===== src/hdl/i2cms_pkg.sv =====
// ----------------------------------------------------------------------------
// i2cms_pkg
// Shared types and constants for the I2C master status sequencer.
// ----------------------------------------------------------------------------
package i2cms_pkg;

   localparam int TX_DEPTH = 4;
   localparam int RX_DEPTH = 16;

   localparam int CSR_DATA_W  = 32;
   localparam int CSR_INDEX_W = 3;

   // register indexes
   localparam logic [CSR_INDEX_W-1:0] CSR_READ_MODE      = 3'd0;
   localparam logic [CSR_INDEX_W-1:0] CSR_DEVICE_ADDRESS = 3'd1;
   localparam logic [CSR_INDEX_W-1:0] CSR_TX_LENGTH      = 3'd2;
   localparam logic [CSR_INDEX_W-1:0] CSR_RX_LENGTH      = 3'd3;
   localparam logic [CSR_INDEX_W-1:0] CSR_TX_BYTES       = 3'd4;

   // controller status codes
   localparam logic [7:0] ST_START       = 8'h08;
   localparam logic [7:0] ST_RSTART      = 8'h10;
   localparam logic [7:0] ST_ADDR_W_ACK  = 8'h18;
   localparam logic [7:0] ST_ADDR_W_NACK = 8'h20;
   localparam logic [7:0] ST_DATA_W_ACK  = 8'h28;
   localparam logic [7:0] ST_ADDR_R_ACK  = 8'h40;
   localparam logic [7:0] ST_DATA_R_ACK  = 8'h50;
   localparam logic [7:0] ST_DATA_R_NACK = 8'h58;

   typedef struct packed {
      logic        read_mode;
      logic [6:0]  device_address;
      logic [2:0]  tx_length;
      logic [4:0]  rx_length;
      logic [31:0] tx_bytes;
   } cfg_type;

   typedef struct packed {
      logic       load_valid;
      logic [7:0] load_byte;
      logic       ctl_start;
      logic       ctl_stop;
      logic       ctl_ack;
      logic       rx_valid;
      logic [7:0] rx_byte;
      logic [3:0] rx_index;
      logic       done_res;
      logic       unexpected;
   } result_type;

endpackage


===== src/hdl/i2c_master_status_sequencer.sv =====
// ----------------------------------------------------------------------------
// i2c_master_status_sequencer
// Turns I2C controller status events into the next bus action.
//
//   channel | direction | handshake            | beat
//   req     | in        | req_valid/req_stall  | status code, data byte
//   rsp     | out       | rsp_valid/rsp_stall  | bus action and rx report
//   csr     | in        | csr_write_en         | register index, data
//
// One beat per cycle sustained while rsp_stall is low; path: input register,
// then result register. The transfer counters advance as a beat moves from the
// input register into the result register. Reset clears both valids, the
// counters and loads the register defaults. A stalled result holds the
// result register; the input register keeps accepting until it is full.
// ----------------------------------------------------------------------------
module i2c_master_status_sequencer (
   input  logic                               clock,
   input  logic                               reset,
   input  logic                               csr_write_en,
   input  logic [i2cms_pkg::CSR_INDEX_W-1:0]  csr_index,
   input  logic [i2cms_pkg::CSR_DATA_W-1:0]   csr_data,
   input  logic                               req_valid,
   output logic                               req_stall,
   input  logic [7:0]                         req_bus_status,
   input  logic [7:0]                         req_bus_data_in,
   output logic                               rsp_valid,
   input  logic                               rsp_stall,
   output logic                               rsp_load_valid,
   output logic [7:0]                         rsp_load_byte,
   output logic                               rsp_ctl_start,
   output logic                               rsp_ctl_stop,
   output logic                               rsp_ctl_ack,
   output logic                               rsp_rx_valid,
   output logic [7:0]                         rsp_rx_byte,
   output logic [3:0]                         rsp_rx_index,
   output logic                               rsp_done_res,
   output logic                               rsp_unexpected
);
   import i2cms_pkg::*;

   cfg_type    cfg;
   result_type step_result;
   result_type res_ff;
   logic       res_valid_ff;
   logic       in_valid_ff;
   logic [7:0] status_ff;
   logic [7:0] data_ff;
   logic [2:0] sent_ff;
   logic [2:0] sent_in;
   logic [4:0] recv_ff;
   logic [4:0] recv_in;
   logic       res_open;
   logic       move;
   logic       take;

   i2cms_csr u_csr (
      .clock        (clock),
      .reset        (reset),
      .csr_write_en (csr_write_en),
      .csr_index    (csr_index),
      .csr_data     (csr_data),
      .cfg          (cfg)
   );

   i2cms_step u_step (
      .bus_status          (status_ff),
      .bus_data_in         (data_ff),
      .cfg                 (cfg),
      .sent_count          (sent_ff),
      .received_count      (recv_ff),
      .result              (step_result),
      .sent_count_next     (sent_in),
      .received_count_next (recv_in)
   );

   assign res_open  = !res_valid_ff || !rsp_stall;
   assign move      = in_valid_ff && res_open;
   assign req_stall = in_valid_ff && !res_open;
   assign take      = req_valid && !req_stall;

   always_ff @(posedge clock) begin
      if (reset) begin
         in_valid_ff  <= 1'b0;
         res_valid_ff <= 1'b0;
         sent_ff      <= 3'd0;
         recv_ff      <= 5'd0;
      end else begin
         if (take) begin
            in_valid_ff <= 1'b1;
         end else if (move) begin
            in_valid_ff <= 1'b0;
         end
         if (res_open) begin
            res_valid_ff <= in_valid_ff;
         end
         if (move) begin
            sent_ff <= sent_in;
            recv_ff <= recv_in;
         end
      end
   end

   always_ff @(posedge clock) begin
      if (take) begin
         status_ff <= req_bus_status;
         data_ff   <= req_bus_data_in;
      end
      if (move) begin
         res_ff <= step_result;
      end
   end

   assign rsp_valid      = res_valid_ff;
   assign rsp_load_valid = res_ff.load_valid;
   assign rsp_load_byte  = res_ff.load_byte;
   assign rsp_ctl_start  = res_ff.ctl_start;
   assign rsp_ctl_stop   = res_ff.ctl_stop;
   assign rsp_ctl_ack    = res_ff.ctl_ack;
   assign rsp_rx_valid   = res_ff.rx_valid;
   assign rsp_rx_byte    = res_ff.rx_byte;
   assign rsp_rx_index   = res_ff.rx_index;
   assign rsp_done_res   = res_ff.done_res;
   assign rsp_unexpected = res_ff.unexpected;

endmodule


===== src/hdl/i2cms_csr.sv =====
// ----------------------------------------------------------------------------
// i2cms_csr
// Configuration registers, written through a plain write port.
// ----------------------------------------------------------------------------
module i2cms_csr (
   input  logic                               clock,
   input  logic                               reset,
   input  logic                               csr_write_en,
   input  logic [i2cms_pkg::CSR_INDEX_W-1:0]  csr_index,
   input  logic [i2cms_pkg::CSR_DATA_W-1:0]   csr_data,
   output i2cms_pkg::cfg_type                 cfg
);
   import i2cms_pkg::*;

   cfg_type cfg_ff;
   cfg_type cfg_in;

   always_comb begin
      cfg_in = cfg_ff;
      if (csr_write_en) begin
         unique case (csr_index)
            CSR_READ_MODE:      cfg_in.read_mode      = csr_data[0];
            CSR_DEVICE_ADDRESS: cfg_in.device_address = csr_data[6:0];
            CSR_TX_LENGTH:      cfg_in.tx_length      = csr_data[2:0];
            CSR_RX_LENGTH:      cfg_in.rx_length      = csr_data[4:0];
            CSR_TX_BYTES:       cfg_in.tx_bytes       = csr_data[31:0];
            default:            cfg_in = cfg_ff;
         endcase
      end
   end

   always_ff @(posedge clock) begin
      if (reset) begin
         cfg_ff.read_mode      <= 1'b0;
         cfg_ff.device_address <= 7'd64;
         cfg_ff.tx_length      <= 3'd1;
         cfg_ff.rx_length      <= 5'd3;
         cfg_ff.tx_bytes       <= 32'd0;
      end else begin
         cfg_ff <= cfg_in;
      end
   end

   assign cfg = cfg_ff;

endmodule


===== src/hdl/i2cms_step.sv =====
// ----------------------------------------------------------------------------
// i2cms_step
// Decision logic for one status event: next bus action and counter update.
// ----------------------------------------------------------------------------
module i2cms_step (
   input  logic [7:0]            bus_status,
   input  logic [7:0]            bus_data_in,
   input  i2cms_pkg::cfg_type    cfg,
   input  logic [2:0]            sent_count,
   input  logic [4:0]            received_count,
   output i2cms_pkg::result_type result,
   output logic [2:0]            sent_count_next,
   output logic [4:0]            received_count_next
);
   import i2cms_pkg::*;

   logic [2:0] txl;
   logic [4:0] rxl;
   logic [7:0] addr_w;
   logic [7:0] tx_cur;
   logic [7:0] tx_first;
   logic [4:0] recv_inc;
   logic [5:0] recv_inc_p1;
   logic       stop;

   always_comb begin
      if (cfg.tx_length == 3'd0) begin
         txl = 3'd1;
      end else if (int'(cfg.tx_length) > TX_DEPTH) begin
         txl = 3'(TX_DEPTH);
      end else begin
         txl = cfg.tx_length;
      end

      if (cfg.rx_length == 5'd0) begin
         rxl = 5'd1;
      end else if (int'(cfg.rx_length) > RX_DEPTH) begin
         rxl = 5'(RX_DEPTH);
      end else begin
         rxl = cfg.rx_length;
      end
   end

   assign addr_w = {cfg.device_address, 1'b0};

   // bytes past the stored word, or past the depth, send as zero
   assign tx_cur = (sent_count < 3'd4 && int'(sent_count) < TX_DEPTH)
                   ? 8'(cfg.tx_bytes >> {sent_count[1:0], 3'b000}) : 8'd0;
   assign tx_first = cfg.tx_bytes[7:0];

   assign recv_inc    = (received_count != 5'd31) ? received_count + 5'd1 : 5'd31;
   assign recv_inc_p1 = {1'b0, recv_inc} + 6'd1;

   always_comb begin
      result              = '0;
      stop                = 1'b0;
      sent_count_next     = sent_count;
      received_count_next = received_count;

      if (!cfg.read_mode) begin
         if (bus_status == ST_START) begin
            result.load_valid = 1'b1;
            result.load_byte  = addr_w;
         end else if (bus_status == ST_ADDR_W_ACK ||
                      (bus_status == ST_DATA_W_ACK && sent_count < txl)) begin
            result.load_valid = 1'b1;
            result.load_byte  = tx_cur;
            if (sent_count != 3'd7) begin
               sent_count_next = sent_count + 3'd1;
            end
         end else if (bus_status == ST_DATA_W_ACK) begin
            stop            = 1'b1;
            result.done_res = 1'b1;
         end else if (bus_status == ST_ADDR_W_NACK) begin
            stop = 1'b1;
         end else begin
            stop              = 1'b1;
            result.unexpected = 1'b1;
         end
      end else begin
         case (bus_status)
            ST_START: begin
               result.load_valid = 1'b1;
               result.load_byte  = addr_w;
            end
            ST_ADDR_W_ACK: begin
               result.load_valid = 1'b1;
               result.load_byte  = tx_first;
            end
            ST_ADDR_W_NACK: stop = 1'b1;
            ST_DATA_W_ACK:  result.ctl_start = 1'b1;
            ST_RSTART: begin
               result.load_valid = 1'b1;
               result.load_byte  = addr_w | 8'd1;
            end
            ST_ADDR_R_ACK: result.ctl_ack = (rxl > 5'd1);
            ST_DATA_R_ACK: begin
               result.rx_valid     = 1'b1;
               result.rx_byte      = bus_data_in;
               result.rx_index     = received_count[3:0];
               received_count_next = recv_inc;
               result.ctl_ack      = (recv_inc_p1 < {1'b0, rxl});
            end
            ST_DATA_R_NACK: begin
               result.rx_valid = 1'b1;
               result.rx_byte  = bus_data_in;
               result.rx_index = received_count[3:0];
               stop            = 1'b1;
               result.done_res = 1'b1;
            end
            default: begin
               stop              = 1'b1;
               result.unexpected = 1'b1;
            end
         endcase
      end

      if (stop) begin
         result.ctl_stop     = 1'b1;
         sent_count_next     = 3'd0;
         received_count_next = 5'd0;
      end
   end

endmodule


===== config.mk =====
export PLATFORM = sky130hd
export DESIGN_NAME = i2c_master_status_sequencer
export DESIGN_NICKNAME = d
export VERILOG_FILES = /design/src/hdl/i2cms_pkg.sv /design/src/hdl/i2c_master_status_sequencer.sv /design/src/hdl/i2cms_csr.sv /design/src/hdl/i2cms_step.sv
export SDC_FILE = /design/constraint.sdc
export NUM_CORES = 1
export LEC_CHECK = 0
export BUFFER_PORTS_ARGS = -buffer_cell sky130_fd_sc_hd__buf_4
export CAP_MARGIN = 20
export CORE_MARGIN = 2
export CORE_UTILIZATION = 40
export CTS_CLUSTER_SIZE = 28
export DETAILED_ROUTE_END_ITERATION = 12
export GPL_TIMING_DRIVEN = 0
export HOLD_SLACK_MARGIN = 0.02
export SETUP_SLACK_MARGIN = 0.5
export SYNTH_ARGS = -nofsm -noshare
export SYNTH_HDL_FRONTEND = slang
export SYNTH_SLANG_ARGS = --single-unit

===== constraint.sdc =====
create_clock -name clock -period 6.1 [get_ports clock]
set_clock_uncertainty 0.05 [all_clocks]
set_input_delay 0.61 -clock clock [delete_from_list [all_inputs] [get_ports clock]]
set_output_delay 0.61 -clock clock [all_outputs]
set_load 0.005 [all_outputs]

==> metrics.cfg <==
[power]
leakagePower_nw=2.13
ir_drop_mv=0.138
p_per_area_mw_per_mm2=248

[sta]
period_minus_slack_ns=3.09
worst_pin_slew_ns=0.593
maxSlewViolCount=0
period_share_pct=50.6
rsz0062_at_grt=false
setup_violations=0
relSlewSlack_pct=60.5
max_freq_mhz=324
finalSetupTns_ns=0
hold_viol=0

[drt]
viasPerCell=5.30
drtIter0Drc=224
dr_total_vias=3688
drt_wl_total_um=10700
topRoutingLayerUsed=met4
wl_per_cell_um=15.4
wl_met2_um=5160
drc=0
antenna_left=0
drt-pass1-iter-count=5
wl_met1_um=4790
wl_met3_um=497

[clock_network]
cts_setup_buffers=0
cts-resized-gates=0
clkTransAtPathRegs_ns=0.07
holdBufCountCts=0
cts_buffers=9
clk_latency_ns=0.34
htreeDepth=3
cts_tree=yes
root_buffer=clkbuf_16
clkSinkCount=101
cts_buffer_depth=2

[run]
max_cap_viol_count=0

[min_path]
hold_class=input port to flip-flop
hold_path_depth=1

[cells_and_area]
register_area_mm2=0.00245
multiInputGateArea_mm2=0.00201
drive_above_1_share_pct=23.9
nNetsFinal=614
fillers=1050
finish.utilization_pct=50.9
diodes=0
syn2layout_area_growth_pct=24.8

[setup_path]
worst_setup_path_end_kind=flip-flop
crit_arrival_ns=3.22
path_cells=ha_1 -> clkbuf_1 -> nand4_1 -> nand2_1 -> ha_1 -> nand2_1 -> o21ai_0 -> a31oi_1 -> nand2_1 -> ha_1 -> a211oi_1 -> nand3_1 -> o22ai_1
cp_slowest_cell=dfxtp_1
worstSetupPathType=flip-flop to flip-flop
cpPeakStageDelay_ns=0.44
ff2ff_path_depth=13
crit_fanout=10
cp_data_required_time_ns=6.24
setup.worst_path.start_class=flip-flop

[global_routing]
antenna_found_initial=0
grt_pass1_wl_um=18000
grtUsageTotal_pct=18.0
grt_max_degree=29
grt_overflow=0
first_global_vias=3644

[floorplanning]
coreArea_mm2=0.0114
io_pins=85
start_util_pct=40.8
rows=39
dieArea_mm2=0.0125
die_w_um=112
dieHeight_um=112

[synthesis]
ys_seq_area_share_pct=52.9
synth_nets=517
synth_cell_types=54
syn_area_per_cell_um2=10.3
async_flop_share_pct=0
synthCells=451
syn_area_mm2=0.00464
synth-seq-cells=101
synth-edff-count=43
synth_flop_cell=dfxtp_1
ys_warn_count=0

[placement]
dp_hpwl_um=8210
routabilityCongestion=0.800
io_buffers=84

[run_status]
status=finished, final reports clean

-- worst max-delay path, delay by kind of cell, from the launching register on --
kind	cells	cell delay [ns]
fa+ha+maj	3	0.67
simple gates	5	0.74
flops	1	0.44
buf+inv	1	0.33
compound gates	4	0.71
-- cells in the final DEF, fill, tap and decap left out, types with 5 or more instances in the layout --
cell | Yosys | layout
ha_1 | 10 | 10
inv_1 | 9 | 9
and2_1 | 11 | 11
mux2i_1 | 14 | 14
a22oi_1 | 7 | 7
nand2b_1 | 8 | 8
nand2_1 | 89 | 89
nor2b_1 | 6 | 6
edfxtp_1 | 43 | 43
dfxtp_1 | 58 | 58
nor2_1 | 31 | 31
o21ai_0 | 15 | 15
buf_4 | 1 | 86
clkbuf_16 | 0 | 9
nand3_1 | 18 | 18
clkbuf_1 | 15 | 15
nand4_1 | 5 | 5
mux4_2 | 8 | 8
a21oi_1 | 43 | 43
-- metrics by stage --
step	total power, mW	instances	instance area, um^2	hold slack [ns]	setup slack, ns
after floorplan	0.797	451	4640	0.380	3.48
after global placement	0.854	678	5450	0.389	3.12
after detailed placement	0.858	679	5450	0.397	3.04
after CTS	1.44	695	5760	0.381	3.02
after global routing	1.48	696	5790	0.377	2.65
final	1.43	696	5790	0.392	3.01
-- final cells by class --
class                      count  share of cell area [%]
timing repair buffer          86                    11.5
inverter                       9                   0.584
sequential                   101                    42.4
clock inverter                 7                    1.38
clock buffer                   9                    3.89
multi-input combinational    318                    34.8
buffer                        23                    2.38
tap                          143                    3.09
-- sequential cells by signal, indices dropped and copies added (netlist names), 3 cells and up --
name	cells
rsp_rx_byte	8
rsp_load_byte	8
rsp_rx_index	4
u_csr.cfg	48
data_ff	8
sent_ff	3
recv_ff	5
status_ff	8
-- cells in the mapped netlist, types with 5 or more instances --
cell type	number	share of area (%)
a21oi_1	43	4.6
a22oi_1	7	1.1
and2_1	11	1.5
clkbuf_1	15	1.2
dfxtp_1	58	25
edfxtp_1	43	28
ha_1	10	2.7
inv_1	9	0.73
mux2i_1	14	3.0
mux4_2	8	3.9
nand2_1	89	7.2
nand2b_1	8	1.1
nand3_1	18	1.9
nand4_1	5	0.67
nor2_1	31	2.5
nor2b_1	6	0.81
o21ai_0	15	1.6
-- cell families after synthesis --
kind of cell / Yosys count / synth area share [%]
AOI/OAI and AO/OA: 97 / 13.8
xor gates and xnor gates: 3 / 0.567
adders and majority gates: 10 / 2.70
buffers and inverters: 32 / 3.70
DFF: 101 / 52.9
muxes: 22 / 6.91
and+or+nand+nor: 186 / 19.4
-- layer usage --
layer	vias up	global-route usage, %
met5	-	0
met4	0	7.49
met3	19	2.94
met2	99	29.9
met1	1758	23.4
li1	1812	-
-- final timing paths --
kind	end	startpoint	slack [ns]
worst max-delay path	rsp_ctl_ack	recv_ff[0]	3.01
worst min-delay path	status_ff[0]	req_bus_status[0]	0.39
worst max register to register	rsp_ctl_ack	recv_ff[0]	3.01
worst min register to register	u_csr.cfg[14]	u_csr.cfg[14]	0.40
-- power by group --
group,total [mW],switching [mW],internal [mW]
Combinational,0.107,0.0528,0.0539
Clock,0.589,0.265,0.324
Sequential,0.737,0.0115,0.725
Power figures use the tool's default switching activity.
